===== src/mm4_pkg.sv =====
`timescale 1ns / 1ps

package mm4_pkg;

	// Element word: signed fixed point, fraction width set on the top level
	localparam int WORD_W = 32;

	typedef logic signed [WORD_W-1:0] word_t;

	// Saturation limits of the result word
	localparam word_t SAT_POS = 32'sh7FFF_FFFF;
	localparam word_t SAT_NEG = 32'sh8000_0000;

	// Exact product of two element words
	localparam int PROD_W = 2 * WORD_W;

	typedef logic signed [PROD_W-1:0] prod_t;

endpackage


===== src/matrix4_multiply_core.sv =====
`timescale 1ns / 1ps

// Square matrix multiplier in signed fixed point. Each input transaction writes one
// left and one right element at a row-major index; an index past the matrix is
// dropped, and the final index (MATRIX_DIM*MATRIX_DIM-1) also starts the multiply
// on the current store contents. Loading takes one transaction per cycle while no
// multiply runs. A multiply runs on one shared 32x32 multiplier fed by one read port
// per store: for each result element the sequencer issues MATRIX_DIM reads, then waits
// for the products to pass the read, multiply and accumulate registers and for the
// output register to be free, so a stall on the result side holds the run. s_tready is
// low during a run. Dot products are summed exactly, shifted right by FRAC_BITS
// (rounding toward minus infinity) and saturated to 32 bits; tuser flags a saturated
// element and tlast marks the last element. Stores hold garbage until written.
module matrix4_multiply_core #(
	parameter int MATRIX_DIM = 4,
	parameter int FRAC_BITS  = 16
) (
	input  logic clk,
	input  logic arst_n,

	input  logic s_tvalid,
	output logic s_tready,
	// fields from bit 0: element_index, left_value, right_value, zero pad
	input  logic [((($clog2(MATRIX_DIM*MATRIX_DIM) + 2*mm4_pkg::WORD_W) + 7) / 8) * 8 - 1:0]
		s_tdata,

	output logic m_tvalid,
	input  logic m_tready,
	// fields from bit 0: row, column, product_value, zero pad
	output logic [(((2*$clog2(MATRIX_DIM) + mm4_pkg::WORD_W) + 7) / 8) * 8 - 1:0] m_tdata,
	// fields from bit 0: clipped
	output logic m_tuser,
	// last_of_run
	output logic m_tlast
);

	localparam int CELLS  = MATRIX_DIM * MATRIX_DIM;
	localparam int IDX_W  = $clog2(CELLS);
	localparam int RC_W   = $clog2(MATRIX_DIM);
	localparam int IN_W   = ((IDX_W + 2*mm4_pkg::WORD_W + 7) / 8) * 8;
	localparam int OUT_W  = ((2*RC_W + mm4_pkg::WORD_W + 7) / 8) * 8;
	localparam int ACC_W  = mm4_pkg::PROD_W + RC_W + 1;
	localparam int IPAD_W = IN_W - IDX_W - 2*mm4_pkg::WORD_W;
	localparam int OPAD_W = OUT_W - 2*RC_W - mm4_pkg::WORD_W;

	localparam logic [IDX_W:0]   CELLS_V  = (IDX_W+1)'(CELLS);
	localparam logic [IDX_W-1:0] LAST_IDX = IDX_W'(CELLS - 1);
	localparam logic [RC_W-1:0]  LAST_RC  = RC_W'(MATRIX_DIM - 1);

	// Sequencer states
	localparam logic [1:0] ST_IDLE  = 2'd0;
	localparam logic [1:0] ST_ISSUE = 2'd1;
	localparam logic [1:0] ST_WAIT  = 2'd2;

	logic [1:0] st_q;

	// Input fields
	logic [IDX_W-1:0]     in_idx;
	mm4_pkg::word_t       in_left;
	mm4_pkg::word_t       in_right;
	logic                 in_acc;
	logic                 in_valid_idx;

	assign in_idx       = s_tdata[IDX_W-1:0];
	assign in_left      = s_tdata[IDX_W +: mm4_pkg::WORD_W];
	assign in_right     = s_tdata[IDX_W + mm4_pkg::WORD_W +: mm4_pkg::WORD_W];
	assign s_tready     = (st_q == ST_IDLE);
	assign in_acc       = s_tvalid && s_tready;
	assign in_valid_idx = ({1'b0, in_idx} < CELLS_V);

	// Element stores
	mm4_pkg::word_t left_mem  [CELLS];
	mm4_pkg::word_t right_mem [CELLS];

	// Loop counters: result row, result column, dot product step
	logic [RC_W-1:0] r_q, c_q, k_q;

	logic [IDX_W-1:0] left_addr, right_addr;
	logic             rd_en;

	assign left_addr  = IDX_W'(int'(r_q) * MATRIX_DIM + int'(k_q));
	assign right_addr = IDX_W'(int'(k_q) * MATRIX_DIM + int'(c_q));
	assign rd_en      = (st_q == ST_ISSUE);

	// Store write and registered read
	mm4_pkg::word_t left_rd_s1, right_rd_s1;

	always_ff @(posedge clk) begin
		if (in_acc && in_valid_idx) begin
			left_mem[in_idx]  <= in_left;
			right_mem[in_idx] <= in_right;
		end
		if (rd_en) begin
			left_rd_s1  <= left_mem[left_addr];
			right_rd_s1 <= right_mem[right_addr];
		end
	end

	// Multiply-accumulate pipeline valid and final-step flags
	logic vld_s1, vld_s2, lastk_s1, lastk_s2;
	mm4_pkg::prod_t mul_s2;
	logic signed [ACC_W-1:0] acc_q;
	logic acc_done_q;

	always_ff @(posedge clk) begin
		if (vld_s1) begin
			mul_s2 <= left_rd_s1 * right_rd_s1;
		end
	end

	// Saturation of the shifted sum
	logic signed [ACC_W-1:0] acc_sh;
	logic [ACC_W-mm4_pkg::WORD_W:0] acc_hi;
	logic acc_fits;
	mm4_pkg::word_t sat_val;

	always_comb begin
		acc_sh   = acc_q >>> FRAC_BITS;
		acc_hi   = acc_sh[ACC_W-1:mm4_pkg::WORD_W-1];
		acc_fits = (&acc_hi) || !(|acc_hi);
		if (acc_fits) begin
			sat_val = acc_sh[mm4_pkg::WORD_W-1:0];
		end else if (acc_sh[ACC_W-1]) begin
			sat_val = mm4_pkg::SAT_NEG;
		end else begin
			sat_val = mm4_pkg::SAT_POS;
		end
	end

	// Output register load
	logic out_free, load_out;

	assign out_free = !m_tvalid || m_tready;
	assign load_out = (st_q == ST_WAIT) && acc_done_q && out_free;

	always_ff @(posedge clk) begin
		if (load_out) begin
			m_tdata <= {{OPAD_W{1'b0}}, sat_val, c_q, r_q};
			m_tuser <= !acc_fits;
			m_tlast <= (r_q == LAST_RC) && (c_q == LAST_RC);
		end
	end

	// Sequencer, pipeline control and accumulator
	always_ff @(posedge clk or negedge arst_n) begin
		if (!arst_n) begin
			st_q       <= ST_IDLE;
			r_q        <= '0;
			c_q        <= '0;
			k_q        <= '0;
			vld_s1     <= 1'b0;
			vld_s2     <= 1'b0;
			lastk_s1   <= 1'b0;
			lastk_s2   <= 1'b0;
			acc_done_q <= 1'b0;
			acc_q      <= '0;
			m_tvalid   <= 1'b0;
		end else begin
			vld_s1   <= rd_en;
			lastk_s1 <= rd_en && (k_q == LAST_RC);
			vld_s2   <= vld_s1;
			lastk_s2 <= lastk_s1;

			if (load_out) begin
				acc_q      <= '0;
				acc_done_q <= 1'b0;
			end else if (vld_s2) begin
				acc_q <= acc_q + ACC_W'(mul_s2);
				if (lastk_s2) begin
					acc_done_q <= 1'b1;
				end
			end

			if (load_out) begin
				m_tvalid <= 1'b1;
			end else if (m_tready) begin
				m_tvalid <= 1'b0;
			end

			case (st_q)
				ST_IDLE: begin
					if (in_acc && (in_idx == LAST_IDX)) begin
						r_q  <= '0;
						c_q  <= '0;
						k_q  <= '0;
						st_q <= ST_ISSUE;
					end
				end
				ST_ISSUE: begin
					if (k_q == LAST_RC) begin
						k_q  <= '0;
						st_q <= ST_WAIT;
					end else begin
						k_q <= k_q + 1'b1;
					end
				end
				ST_WAIT: begin
					if (load_out) begin
						if (c_q == LAST_RC) begin
							c_q <= '0;
							if (r_q == LAST_RC) begin
								r_q  <= '0;
								st_q <= ST_IDLE;
							end else begin
								r_q  <= r_q + 1'b1;
								st_q <= ST_ISSUE;
							end
						end else begin
							c_q  <= c_q + 1'b1;
							st_q <= ST_ISSUE;
						end
					end
				end
				default: begin
					st_q <= ST_IDLE;
				end
			endcase
		end
	end

	// Pad bits of the input word carry nothing
	logic unused_pad;
	assign unused_pad = ^{1'b0, s_tdata[IN_W-1 -: IPAD_W]};

endmodule


===== config.mk =====
export PLATFORM = sky130hd
export DESIGN_NAME = matrix4_multiply_core
export DESIGN_NICKNAME = d
export VERILOG_FILES = /design/src/mm4_pkg.sv /design/src/matrix4_multiply_core.sv
export SDC_FILE = /design/constraint.sdc
export NUM_CORES = 2
export LEC_CHECK = 0
export BUFFER_PORTS_ARGS = -buffer_cell sky130_fd_sc_hd__buf_2
export CAP_MARGIN = 15
export CORE_ASPECT_RATIO = 2
export CORE_MARGIN = 2
export CORE_UTILIZATION = 40
export CTS_CLUSTER_SIZE = 12
export DETAILED_ROUTE_END_ITERATION = 6
export PLACE_DENSITY = 0.59
export SLEW_MARGIN = 20
export SYNTH_ARGS = -nofsm -noshare
export SYNTH_HDL_FRONTEND = slang
export SYNTH_SLANG_ARGS = --single-unit

===== constraint.sdc =====
create_clock -name clk -period 8.62 [get_ports clk]
set_input_delay 0.431 -clock clk [delete_from_list [all_inputs] [get_ports clk]]
set_output_delay 0.431 -clock clk [all_outputs]
set_load 0.005 [all_outputs]

### After elaboration in Yosys (flattened, before gate mapping)

Memories as Yosys holds them, arrays and structs flattened. A register that Yosys moved wholly into a read port is not among the register bits.
Cells that the tools add are included.

| cells by class | value |
|---|---|
| add/sub/neg operators | 6 |
| $mul | 1 |
| eq/ne operators | 10 |
| mux-type cells | 27 |
| reductions and logical operators | 24 |

Operators by type and width:

| operator | number |
|---|---|
| $mux W67 | 2 |
| $add A67 B64 Y67 | 1 |
| $mul A32 B32 Y64 | 1 |
| $mux W32 | 2 |
| $mux W2 | 11 |
| $reduce_and A20 Y1 | 1 |
| $reduce_or A20 Y1 | 1 |
| $pmux W2 S2 | 3 |
| $reduce_bool A2 Y1 | 5 |
| $add A4 B2 Y4 | 2 |
| $eq A2 B2 Y1 const B | 4 |
| $mux W1 | 8 |
| $add A2 B1 Y2 const B | 3 |
| $logic_and A1 B1 Y1 | 6 |
| $ne A2 B1 Y1 const B | 3 |
| $pmux W2 S3 | 1 |
| $reduce_and A3 Y1 | 2 |
| $eq A4 B4 Y1 const B | 1 |
| $reduce_and A2 Y1 | 2 |
| $reduce_and A4 Y1 | 1 |
| $logic_not A1 Y1 | 3 |
| $eq A2 B1 Y1 const B | 1 |
| $logic_not A2 Y1 | 1 |
| $logic_or A1 B1 Y1 | 2 |
| $ne A2 B2 Y1 const B | 1 |

| word-level totals | value |
|---|---|
| register bits | 183 |
| RAM bits | 1,024 |
| output and inout port bits | 44 |
| logic and storage cells | 85 |
| memories | 2 |

Memory list:

| memory | depth | bits a word | rd ports | clocked after Yosys merged registers in | wr ports | RTL line | text |
|---|---|---|---|---|---|---|---|
| left_mem | 16 | 32 | 1 | 1 | 1 | matrix4_multiply_core.sv:72 | `mm4_pkg::word_t left_mem [CELLS];` |
| right_mem | 16 | 32 | 1 | 1 | 1 | matrix4_multiply_core.sv:73 | `mm4_pkg::word_t right_mem [CELLS];` |

### Logic depth before layout (Yosys ltp)

| logic depth | value |
|---|---|
| depth after elaboration | 5 |
| gate-level depth with buffers | 30 |
| depth with buffers taken out | 28 |

### Least setup slack after synthesis

No wires, ideal clock.

| timing path | value |
|---|---|
| path type | register to register |
| start | reg left_rd_s1[31], read port of left_mem |
| end | reg mul_s2[61] (data pin) |
| arrival time | 7,665 ps |
| required time | 8,361 ps |
| path slack | 696 ps |
| cell stages (with the launch flop) | 29 |
| path buffers | 2 |
| path through | edfxtp_1 clkbuf_1 nand2_1 inv_1 fa_1 fa_1 fa_1 fa_1 inv_1 fa_1 inv_1 fa_1 fa_1 inv_1 fa_1 inv_1 ha_1 clkbuf_1 a21oi_1 nor2b_1 o21ai_0 nand2b_1 a21o_1 a21oi_1 nor2b_1 a31oi_1 o311ai_0 o211ai_1 xnor2_1 |

| on the way | value |
|---|---|
| word-level cells in the longest chain between the ends | 1 |

Ends and longest elaborated chain:

| item | RTL line | text |
|---|---|---|
| start, declared | matrix4_multiply_core.sv:86 | `mm4_pkg::word_t left_rd_s1, right_rd_s1;` |
| $mul A32 B32 Y64 | matrix4_multiply_core.sv:107 | `mul_s2 <= left_rd_s1 * right_rd_s1;` |
| end signal, assigned | matrix4_multiply_core.sv:107 |  |
| end, declared | matrix4_multiply_core.sv:101 | `mm4_pkg::prod_t mul_s2;` |

No other way between the ends.
A chain may end at the register's enable or synchronous reset.

### Final worst setup path

| timing path | value |
|---|---|
| start | reg left_rd_s1[23], read port of left_mem |
| end | reg mul_s2[61] (data pin) |

Same word-level chain as after synthesis.

==> reports/summary.txt <==
ranking of synthesized cells by area - edfxtp_1 41%, fa_1 25%, mux4_2 8.3%
final hold vios - 0
CTS sink count - 1271
hold depth - 1
RSZ-0062 raised after global routing - false
Sum Neg Setup Slack - 0 ps
initial antenna violation count - 12
Iter 0 DRT Violations - 3022
gr usage total - 20.1%
final hold slack - 48.2 ps
DRT antenna net count - 0
flops & latches, synth - 1271
fin crit share - 96.0%
Longest Clk Path Bufs - 3
Pre-antenna DRT Iters - 7
fmax - 0.121 GHz
CTS clk-pin slew, worst paths - 90 ps
number of global-route vias before repair - 56.9k
routed wire length - 219000 um
crit-path max FO - 13
Final Skew - 99.2 ps
htree depth - 3
Initial Util - 40.2%
Syn-to-layout area delta - 10.3%
hold path startpoint - s_tdata[42]
Tightest Hold Check Type - in2reg
CTS tree - done
syn avg cell area - 13.6 um2
core area - 217000 um2
# IOs - 120
Unique masters post-synth - 79
gr ovfl total - 0
endpoints failing setup - 0
largest area contributor in the netlist - edfxtp_1
Post-synth top flop - edfxtp_1
max_cap viols - 0
crit path from - left_rd_s1[23]$_DFFE_PP_
Ys Warns - 0
area of the mapped netlist - 87100 um2
CP Launch Type - flop
Placer Congestion - 0.908
Critical Path AT - 8800 ps
dpl ws - 265 ps
input/output buffers - 111
Die ar. - 222000 um2
Worst Tran Pin Value - 1040 ps
Remaining DRCs - 0
Reg2Reg Capture Point - mul_s2[61]$_DFFE_PP_
Seq/Total Area, Yosys - 43.4%
Yosys top cell area share - 41.0%
Clock Latency Late Sink - 790 ps
worst-case hold path end point - right_mem[13][6]$_DFFE_PP_
Final HPWL DP - 160000 um
run status - complete, no violations
Syn Inst Count - 6415
critical path type - reg2reg
Clock Tree Root - clkbuf_16
Slew Limit Fails - 0
vias per cell - 5.26
first-pass GRT wire length - 336000 um
CP endpoint kind - flop
post-route minimum period - 8280 ps
CP required - 9150 ps
reg2reg setup slack - 340 ps
DIE HEIGHT - 664 um
Layout Nets - 8008
share of layout cells above drive strength 1 - 13.1%
DR vias - 49.7k
Post-synth EDFFs - 1190
post_cts resized - 0
Reg2Reg Depth - 25
die width - 334 um
final worst slack - 344 ps
pin count of the biggest net entering global routing - 90
wire length per cell - 23.1 um
CTS Buf Count - 119
slew margin rel. - 30.4%
Async SR Flop Fraction - 6.37%
Row Count - 242
reg2reg start - left_rd_s1[23]$_DFFE_PP_
worst max-delay path by stage:
stage                           endpoint  cells past startpoint
floorplan           mul_s2[61]$_DFFE_PP_                     28
CTS                 mul_s2[61]$_DFFE_PP_                     31
detailed placement  mul_s2[61]$_DFFE_PP_                     32
global placement    mul_s2[61]$_DFFE_PP_                     32
finish              mul_s2[61]$_DFFE_PP_                     25
global route        mul_s2[61]$_DFFE_PP_                     25
registers in the layout, indices dropped and copies added (netlist names), 2 cells and up:
name         count
acc_q           67
c_q              2
k_q              2
left_mem       512
left_rd_s1      32
m_tdata         36
mul_s2          64
r_q              2
right_mem      512
right_rd_s1     32
st_q             2
cells in the final DEF (no fill, tap or decap), drive strengths merged, types with 92 or more instances in the layout:
cell type  count
ha           253
buf          358
a21o          92
and2         523
mux4         320
nand2        578
inv         1040
edfxtp      1190
o21ai        107
clkbuf       156
a21oi        143
fa          1083
nor2         145
cells in the mapped netlist (26+ instances only):
| cell type | count |
|---|---|
| a21o_1 | 92 |
| a21oi_1 | 143 |
| and2_1 | 523 |
| buf_1 | 34 |
| clkbuf_1 | 282 |
| dfrtp_1 | 81 |
| edfxtp_1 | 1190 |
| fa_1 | 1083 |
| ha_1 | 253 |
| inv_1 | 1039 |
| mux2i_1 | 46 |
| mux4_2 | 320 |
| nand2_1 | 578 |
| nand2b_1 | 28 |
| nand3_1 | 26 |
| nand4_1 | 37 |
| nor2_1 | 144 |
| nor2b_1 | 37 |
| nor3_1 | 28 |
| o21ai_0 | 100 |
| xnor2_1 | 84 |
| xor2_1 | 49 |
per-layer routing:
metal	vias up	wire, um	global-route usage (%)
met5	-	85	0
met4	14	9450	8.17
met3	454	7000	2.11
met2	1086	127000	40.3
met1	26500	75600	20.8
li1	21700	-	-
kinds of logic (layout without fill, tap and decap cells):
logic type	Yosys count	count (layout)	synth area share, %
buf+inv	1373	1603	5.96
mux	367	367	8.82
xor+xnor	133	133	1.34
fa+ha+maj	1336	1336	28.5
simple gates	1449	1449	8.29
flops	1271	1271	43.4
compound gates	485	485	3.67
other cells	1	6	0.00431
repair_timing:
action	4_1_cts	5_1_grt
hold endpoints to repair	448	0
setup buffers	0	1
setup endpoints to repair	0	1
hold buffers	32	0
stage by stage:
| step | util, % | cell area (um2) | instances |
|---|---|---|---|
| 6_report | 44.3 | 96000 | 9456 |
| 5_1_grt | 44.3 | 96000 | 9455 |
| 4_1_cts | 44.3 | 96000 | 9453 |
| 3_5_place_dp | 42.5 | 92200 | 9248 |
| 3_3_place_gp | 42.5 | 92200 | 9248 |
| 2_1_floorplan | - | 87100 | 6418 |
area by class of cell:
| cell class | count | area, um2 |
|---|---|---|
| Multi-Input combinational cell | 3774 | 44200 |
| Sequential cell | 1271 | 37800 |
| Clock inverter | 17 | 299 |
| Tap cell | 2806 | 3510 |
| Inverter | 1040 | 3910 |
| Antenna cell | 2 | 5.00 |
| Clock buffer | 156 | 3130 |
| Fill cell | 19600 | 121000 |
| Timing Repair Buffer | 390 | 3120 |
worst max-delay path: stages (launching register included):
cell and delay (ps):
edfxtp_1 670, and2_1 280, fa_1 500, fa_1 570
inv_1 70, fa_1 460, fa_1 550, inv_1 60
fa_1 560, fa_1 450, fa_1 510, fa_1 440
ha_1 370, nand3_1 170, nor2_1 140, a221o_1 310
buf_12 140, o2111a_1 270, a21oi_1 100, buf_4 150
nor3_1 230, a31oi_1 120, buf_4 170, o311ai_0 370
o211ai_1 170, xnor2_1 160
Power is left out: the tool's default activity adds up to more than one toggle a clock period on the data nets, which glitch-free logic cannot reach.
